$ cat config.mk
export PLATFORM = sky130hd
export DESIGN_NAME = gsm_ram
export DESIGN_NICKNAME = d
export VERILOG_FILES = /design/src/hdl/gsm_ram.sv
export SDC_FILE = /design/constraint.sdc
export NUM_CORES = 1
export LEC_CHECK = 0
export BUFFER_PORTS_ARGS = -buffer_cell sky130_fd_sc_hd__buf_2
export CAP_MARGIN = 20
export CORE_MARGIN = 2
export CORE_UTILIZATION = 50
export CTS_CLUSTER_SIZE = 30
export DETAILED_ROUTE_END_ITERATION = 10
export GPL_TIMING_DRIVEN = 1
export PLACE_DENSITY = 0.66
export SYNTH_ARGS = -nofsm -noshare
export SYNTH_HDL_FRONTEND = slang
export SYNTH_SLANG_ARGS = --single-unit
export TNS_END_PERCENT = 10
$ cat constraint.sdc
create_clock -name clk -period 2.9 [get_ports clk]
set_input_delay 0.435 -clock clk [delete_from_list [all_inputs] [get_ports clk]]
set_output_delay 0.435 -clock clk [all_outputs]
set_load 0.01 [all_outputs]
$ cat src/hdl/gsm_ram.sv
module gsm_ram #(
  parameter int unsigned WIDTH = 8,
  parameter int unsigned DEPTH = 64,
  parameter int unsigned AW    = $clog2(DEPTH)
) (
  input  logic             clk,
  input  logic             we,
  input  logic [AW-1:0]    waddr,
  input  logic [WIDTH-1:0] wdata,
  input  logic             re,
  input  logic [AW-1:0]    raddr,
  output logic [WIDTH-1:0] rdata
);

  logic [WIDTH-1:0] mem [DEPTH];
  logic [WIDTH-1:0] rdata_r;

  always_ff @(posedge clk) begin
    if (we) begin
      mem[waddr] <= wdata;
    end
  end

  // Hold read data until the next read.
  always_ff @(posedge clk) begin
    if (re) begin
      rdata_r <= mem[raddr];
    end
  end

  assign rdata = rdata_r;

endmodule

==> reports/results.ini, run 1 <==
[hold_path]
min_path_type=in -> reg

[pwr]
clkPwrFrac=0.405
leakagePower_nw=7.43
switching_share=0.201
seq_power_share=0.543
irDropWorstVdd_mv=0.545
switchingPower_mw=3.09
p_per_area_nw_per_um2=663
pwr-share-comb=0.052
intPower_mw=12.3

[placement]
port_buffers=30
dpl.hpwl_um=28600
gp_congestion=0.815

[route]
drc=0
vias=9923
avgViaCountPerCell=6.06
postRouteAntennaNets=0
dr.pass1.iters=5
drt-wirelength-per-cell_um=26.9
drt-total-wl_um=44100
drt_iter0_drc=894

[yosys]
netlist-cell-type-count=39
yosys_warnings=0
syn-num-nets=963
synth_seq_area_share=0.771
async_flop_share=0
synthTopCellsByArea=edfxtp_1 (77%), mux4_2 (14%), nor2_1 (1.5%), mux2i_1 (1.1%), mux2_2 (0.72%)
synthCells=940
yosysTopAreaCellShare=0.771
syn_area_per_cell_sq_um=21.5
ys_seq_elements=520
syn-cell-area_sq_um=20200
ys.flop_type=edfxtp_1
synth_largest_area_cell=edfxtp_1
synth_edf_count=520

[layout]
layout_commonest_cell=edfxtp_1
final_nets=1101
most-common-layout-cells=edfxtp_1 (520), mux4_2 (126), buf_4 (99), nor2_1 (83), clkbuf_16 (53)
final_util=0.583
syn_to_final_growth_pct=14.7
drive_gt1_frac=0.303

[grt]
grt.total_usage=0.218
grt_pass1_wl_um=65600
grt_start_max_net_pins=65
grt_overflow=0
antenna_found_initial=3
grt_pass1_vias=9946

[sta]
rsz0062_at_grt=no
setup_viol=0
fin_crit_ns=2.26
hold_viol=0
fin_tns_setup_ns=0
fmax_mhz=442
drv_slew=0
tightest_slew_ns=0.616
slew_headroom=0.589
finalCritPeriodShare=0.780
fin_skew_ns=0.0118

[cts]
htree_levels=2
clockRootBuffer=clkbuf_16
cts_max_path_buffers=3
cts_tree=yes
post_cts_resized=0
post_cts_buffers=0
cts_buffers=51
clk-insertion-delay-late_ns=0.58
clk_pin_slew_ns=0.06
hold_buffers=0
cts.sinks=520

[floorplanning]
coreArea_sq_um=39800
num_rows=73
pin_count=31
initial_core_util=0.508
fp.dieW_um=205
dieArea_sq_um=42100
chipHeight_um=205

[worst_setup_path]
start_kind=register
crit_chain=mux4_2, mux2_2, o221a_2, nor3_1, o32ai_1
critPathKind=reg -> reg
critical_path.slowest_cell=mux4_2
critPathRequiredTime_ns=3.20
cp.arrival_ns=2.57
cp_top_family=multiplexers
end_kind=register
cp_max_fo=1
cp_slowest_stage_delay_ns=0.47
crit_buf_inv=0

[run_status]
run_status=complete, no violations

[job]
maxCapViolCount=0

==> power by group through the flow <==
stage	combinational (mW)	sequential, mW	clock (mW)
6_report	0.795	8.36	6.24
5_1_grt	0.851	8.36	6.64
2_1_floorplan	0.444	8.51	0
3_3_place_gp	0.785	8.52	0
4_1_cts	0.800	8.36	6.35
3_5_place_dp	0.798	8.52	0
==> per-layer routing <==
layer | vias to the layer above | track usage | part of all wire
li1 | 4206 | - | -
met1 | 5224 | 0.320 | 0.43
met2 | 407 | 0.334 | 0.47
met3 | 82 | 0.0369 | 0.070
met4 | 4 | 0.0822 | 0.035
met5 | - | 0 | 0.00045
==> metrics by stage <==
step | std cells | setup WS (ns) | hold WS (ns) | instance area, sq um | power, mW
finish | 1638 | 0.637 | 0.167 | 23200 | 15.4
global route | 1638 | 0.571 | 0.145 | 23200 | 15.8
CTS | 1636 | 0.663 | 0.138 | 23200 | 15.5
detailed placement | 1549 | 0.157 | 0.741 | 21600 | 9.32
global placement | 1549 | 0.177 | 0.734 | 21600 | 9.30
floorplan | 940 | 0.659 | 0.534 | 20200 | 8.95
==> cell type report <==
| cell class | instances | area (sq um) |
|---|---|---|
| well taps | 525 | 657 |
| multi-input cells | 369 | 4320 |
| repair buffers | 136 | 1070 |
| clock inverters | 21 | 188 |
| diodes | 1 | 2.50 |
| clock buffers | 66 | 1380 |
| flip-flops and latches | 520 | 15600 |
| fillers | 2897 | 16600 |
==> cells in the mapped netlist, drive strengths merged, types with 7 or more instances <==
master / instances
o22ai: 8
nand2b: 7
buf: 34
mux4: 126
mux2: 13
nor2: 83
clkbuf: 17
nor2b: 14
nand3: 13
nor3: 7
o221ai: 8
nand2: 19
mux2i: 23
edfxtp: 520
==> worst paths after layout <==
check | startpoint | endpoint | slack (ns) | cells after the start
hold reg to reg | mem[7][7]$_DFFE_PP_ | rdata[7]$_DFFE_PP_ | 0.92 | 4
hold / removal | wdata[1] | mem[37][1]$_DFFE_PP_ | 0.17 | 1
setup reg to reg | mem[29][4]$_DFFE_PP_ | rdata[4]$_DFFE_PP_ | 0.64 | 5
setup / recovery | mem[29][4]$_DFFE_PP_ | rdata[4]$_DFFE_PP_ | 0.64 | 5
==> kinds of logic after synthesis <==
family / after synthesis / synth area share
simple gates: 153 / 0.0337
compound gates: 54 / 0.0206
buf+inv: 51 / 0.0156
mux: 162 / 0.159
flops: 520 / 0.771
==> flip-flops by register name, summed over array words and instances (netlist names) <==
register / cells
mem: 512
rdata: 8
==> worst reg2reg max path, delay by kind of cell (launching register included) <==
family             cells  cell delay [ns]
and+or+nand+nor        1             0.44
DFF                    1             0.36
AOI/OAI and AO/OA      2             0.43
muxes                  2             0.77
No activity file was read; power rests on OpenSTA's default activity.
==> inputs of run 2 (changes only) <==
clock period = 2.1 ns   (was 2.9 ns; I/O delays follow)
==> run 2 against run 1 <==
Net effect:
- first-iteration DRC count rose by 6.4%
- via count grew 2.2%
- setup slack worse by 0.58 ns
- design area grew 2.3%
- combinational power increased by 52%
- clock skew up 0.0029 ns
- worst hold slack lost 0.041 ns
- critical endpoint unchanged
==> reports/results.ini, run 2 (synthesis results as in run 1) <==
[run_status]
run_status=complete, no violations

[grt]
grt_overflow=0  ; unchanged
grt_start_max_net_pins=65  ; unchanged
grt_pass1_wl_um=67900  ; +3.4%
grt.total_usage=0.226  ; +0.00841
antenna_found_initial=3  ; unchanged
grt_pass1_vias=10500  ; +5.1%

[pwr]
p_per_area_nw_per_um2=896  ; +35%
irDropWorstVdd_mv=0.563  ; +3.2%
seq_power_share=0.542  ; about the same
switchingPower_mw=4.44  ; +44%
leakagePower_nw=7.76  ; +4.3%
intPower_mw=16.9  ; +37%
p_total_mw=21.3  ; +38%
clkPwrFrac=0.401  ; -0.004
switching_share=0.208  ; +0.00783
pwr-share-comb=0.057  ; +0.005

[sta]
tightest_slew_ns=0.709  ; +0.0926 ns
rsz0062_at_grt=no
finalCritPeriodShare=0.973  ; +0.193
setup_viol=0  ; unchanged
hold_viol=0  ; unchanged
drv_slew=0  ; unchanged
slew_headroom=0.527  ; -0.0617
hold_ws_ns=0.125  ; -0.0414 ns
fin_tns_setup_ns=0  ; unchanged
fin_crit_ns=2.04  ; -0.219 ns
fin_skew_ns=0.0147  ; +0.00292 ns
fmax_mhz=489  ; +11%

[layout]
largest_register_ffs=512  ; unchanged
final_nets=1157  ; +5.1%
layout_commonest_cell=edfxtp_1
final_cell_count_no_fill=1699  ; +3.7%
most-common-layout-cells=edfxtp_1 (520), buf_4 (146), mux4_2 (126), nor2_1 (81), clkbuf_16 (53)
top_register=mem
drive_gt1_frac=0.346  ; +0.0434
syn_to_final_growth_pct=17.4
final_util=0.597  ; +0.0135

[floorplanning]
initial_core_util=0.508  ; unchanged
fp.dieW_um=205  ; unchanged
num_rows=73  ; unchanged
chipHeight_um=205  ; unchanged
dieArea_sq_um=42100  ; unchanged
pin_count=31  ; unchanged
coreArea_sq_um=39800  ; unchanged

[route]
vias=10100  ; +2.2%
drt_iter0_drc=951  ; +6.4%
drc=0  ; unchanged
dr.pass1.iters=5  ; unchanged
postRouteAntennaNets=0  ; unchanged
drt-wirelength-per-cell_um=26.9  ; about the same
drt-total-wl_um=45700  ; +3.6%
avgViaCountPerCell=5.97  ; -1.5%

[worst_setup_path]
end_kind=register
cp_max_fo=1  ; unchanged
start_kind=register
rr_worst_depth=5  ; unchanged
critPathKind=reg -> reg
critPathRequiredTime_ns=2.43  ; -0.77 ns
cp.arrival_ns=2.38  ; -0.19 ns

[cts]
clk-insertion-delay-late_ns=0.59  ; about the same
clockRootBuffer=clkbuf_16
cts.sinks=520  ; unchanged
post_cts_resized=2  ; +2
cts_max_path_buffers=3  ; unchanged
hold_buffers=0  ; unchanged
cts_buffers=52  ; +2.0%
post_cts_buffers=0  ; unchanged
cts_tree=yes
clk_pin_slew_ns=0.06  ; about the same
htree_levels=2  ; unchanged

[placement]
dpl.hpwl_um=29800  ; +4.1%
gp_congestion=0.844  ; +3.5%
port_buffers=30  ; unchanged
numPlacedInstances=1605  ; +3.6%

[job]
maxCapViolCount=0  ; unchanged

[hold_path]
min_path_type=in -> reg
hold_depth=1  ; unchanged

run 2: final timing paths:
check	from	endpoint	slack, ns
max reg2reg	mem[24][4]$_DFFE_PP_	rdata[4]$_DFFE_PP_	0.06
max	mem[24][4]$_DFFE_PP_	rdata[4]$_DFFE_PP_	0.06
min	re	rdata[6]$_DFFE_PP_	0.13
min reg2reg	mem[6][7]$_DFFE_PP_	rdata[7]$_DFFE_PP_	0.98
run 2: per-layer routing:
layer  vias up  GRT usage  routed length (um)
met5         -          0                  13
met4         2     0.0781                1340
met3        82     0.0494                3390
met2       380      0.353               21900
met1      5342      0.321               19100
li1       4331          -                   -
run 2: final cells by class:
class	instances	area, sq um
well taps	525	657
clock buffers	59	1350
clock inverters	33	209
multi-input cells	369	4340
diodes	2	5.00
flip-flops and latches	520	15600
repair buffers	191	1590
fillers	2860	16100
run 2: power groups by stage:
stage	registers (mW)	logic, mW	clock network [mW]
after floorplan	11.8	0.613	0
after global placement	11.8	1.19	0
after detailed placement	11.8	1.21	0
after CTS	11.5	1.21	8.72
after global routing	11.5	1.29	9.10
final	11.5	1.21	8.54
run 2: worst max-delay path, stage by stage (launching register included):
cell and delay (ns):
edfxtp_1 0.39, mux4_2 0.46, mux2_2 0.30, o221a_2 0.29, nor3_2 0.22, o32ai_1 0.12
run 2: per-stage QoR:
step / instance area (sq um) / setup WS [ns]
global placement: 22200 / -0.467
global route: 23800 / 0.0168
floorplan: 20200 / 0.00639
detailed placement: 22200 / -0.454
finish: 23800 / 0.0559
CTS: 23700 / 0.0120
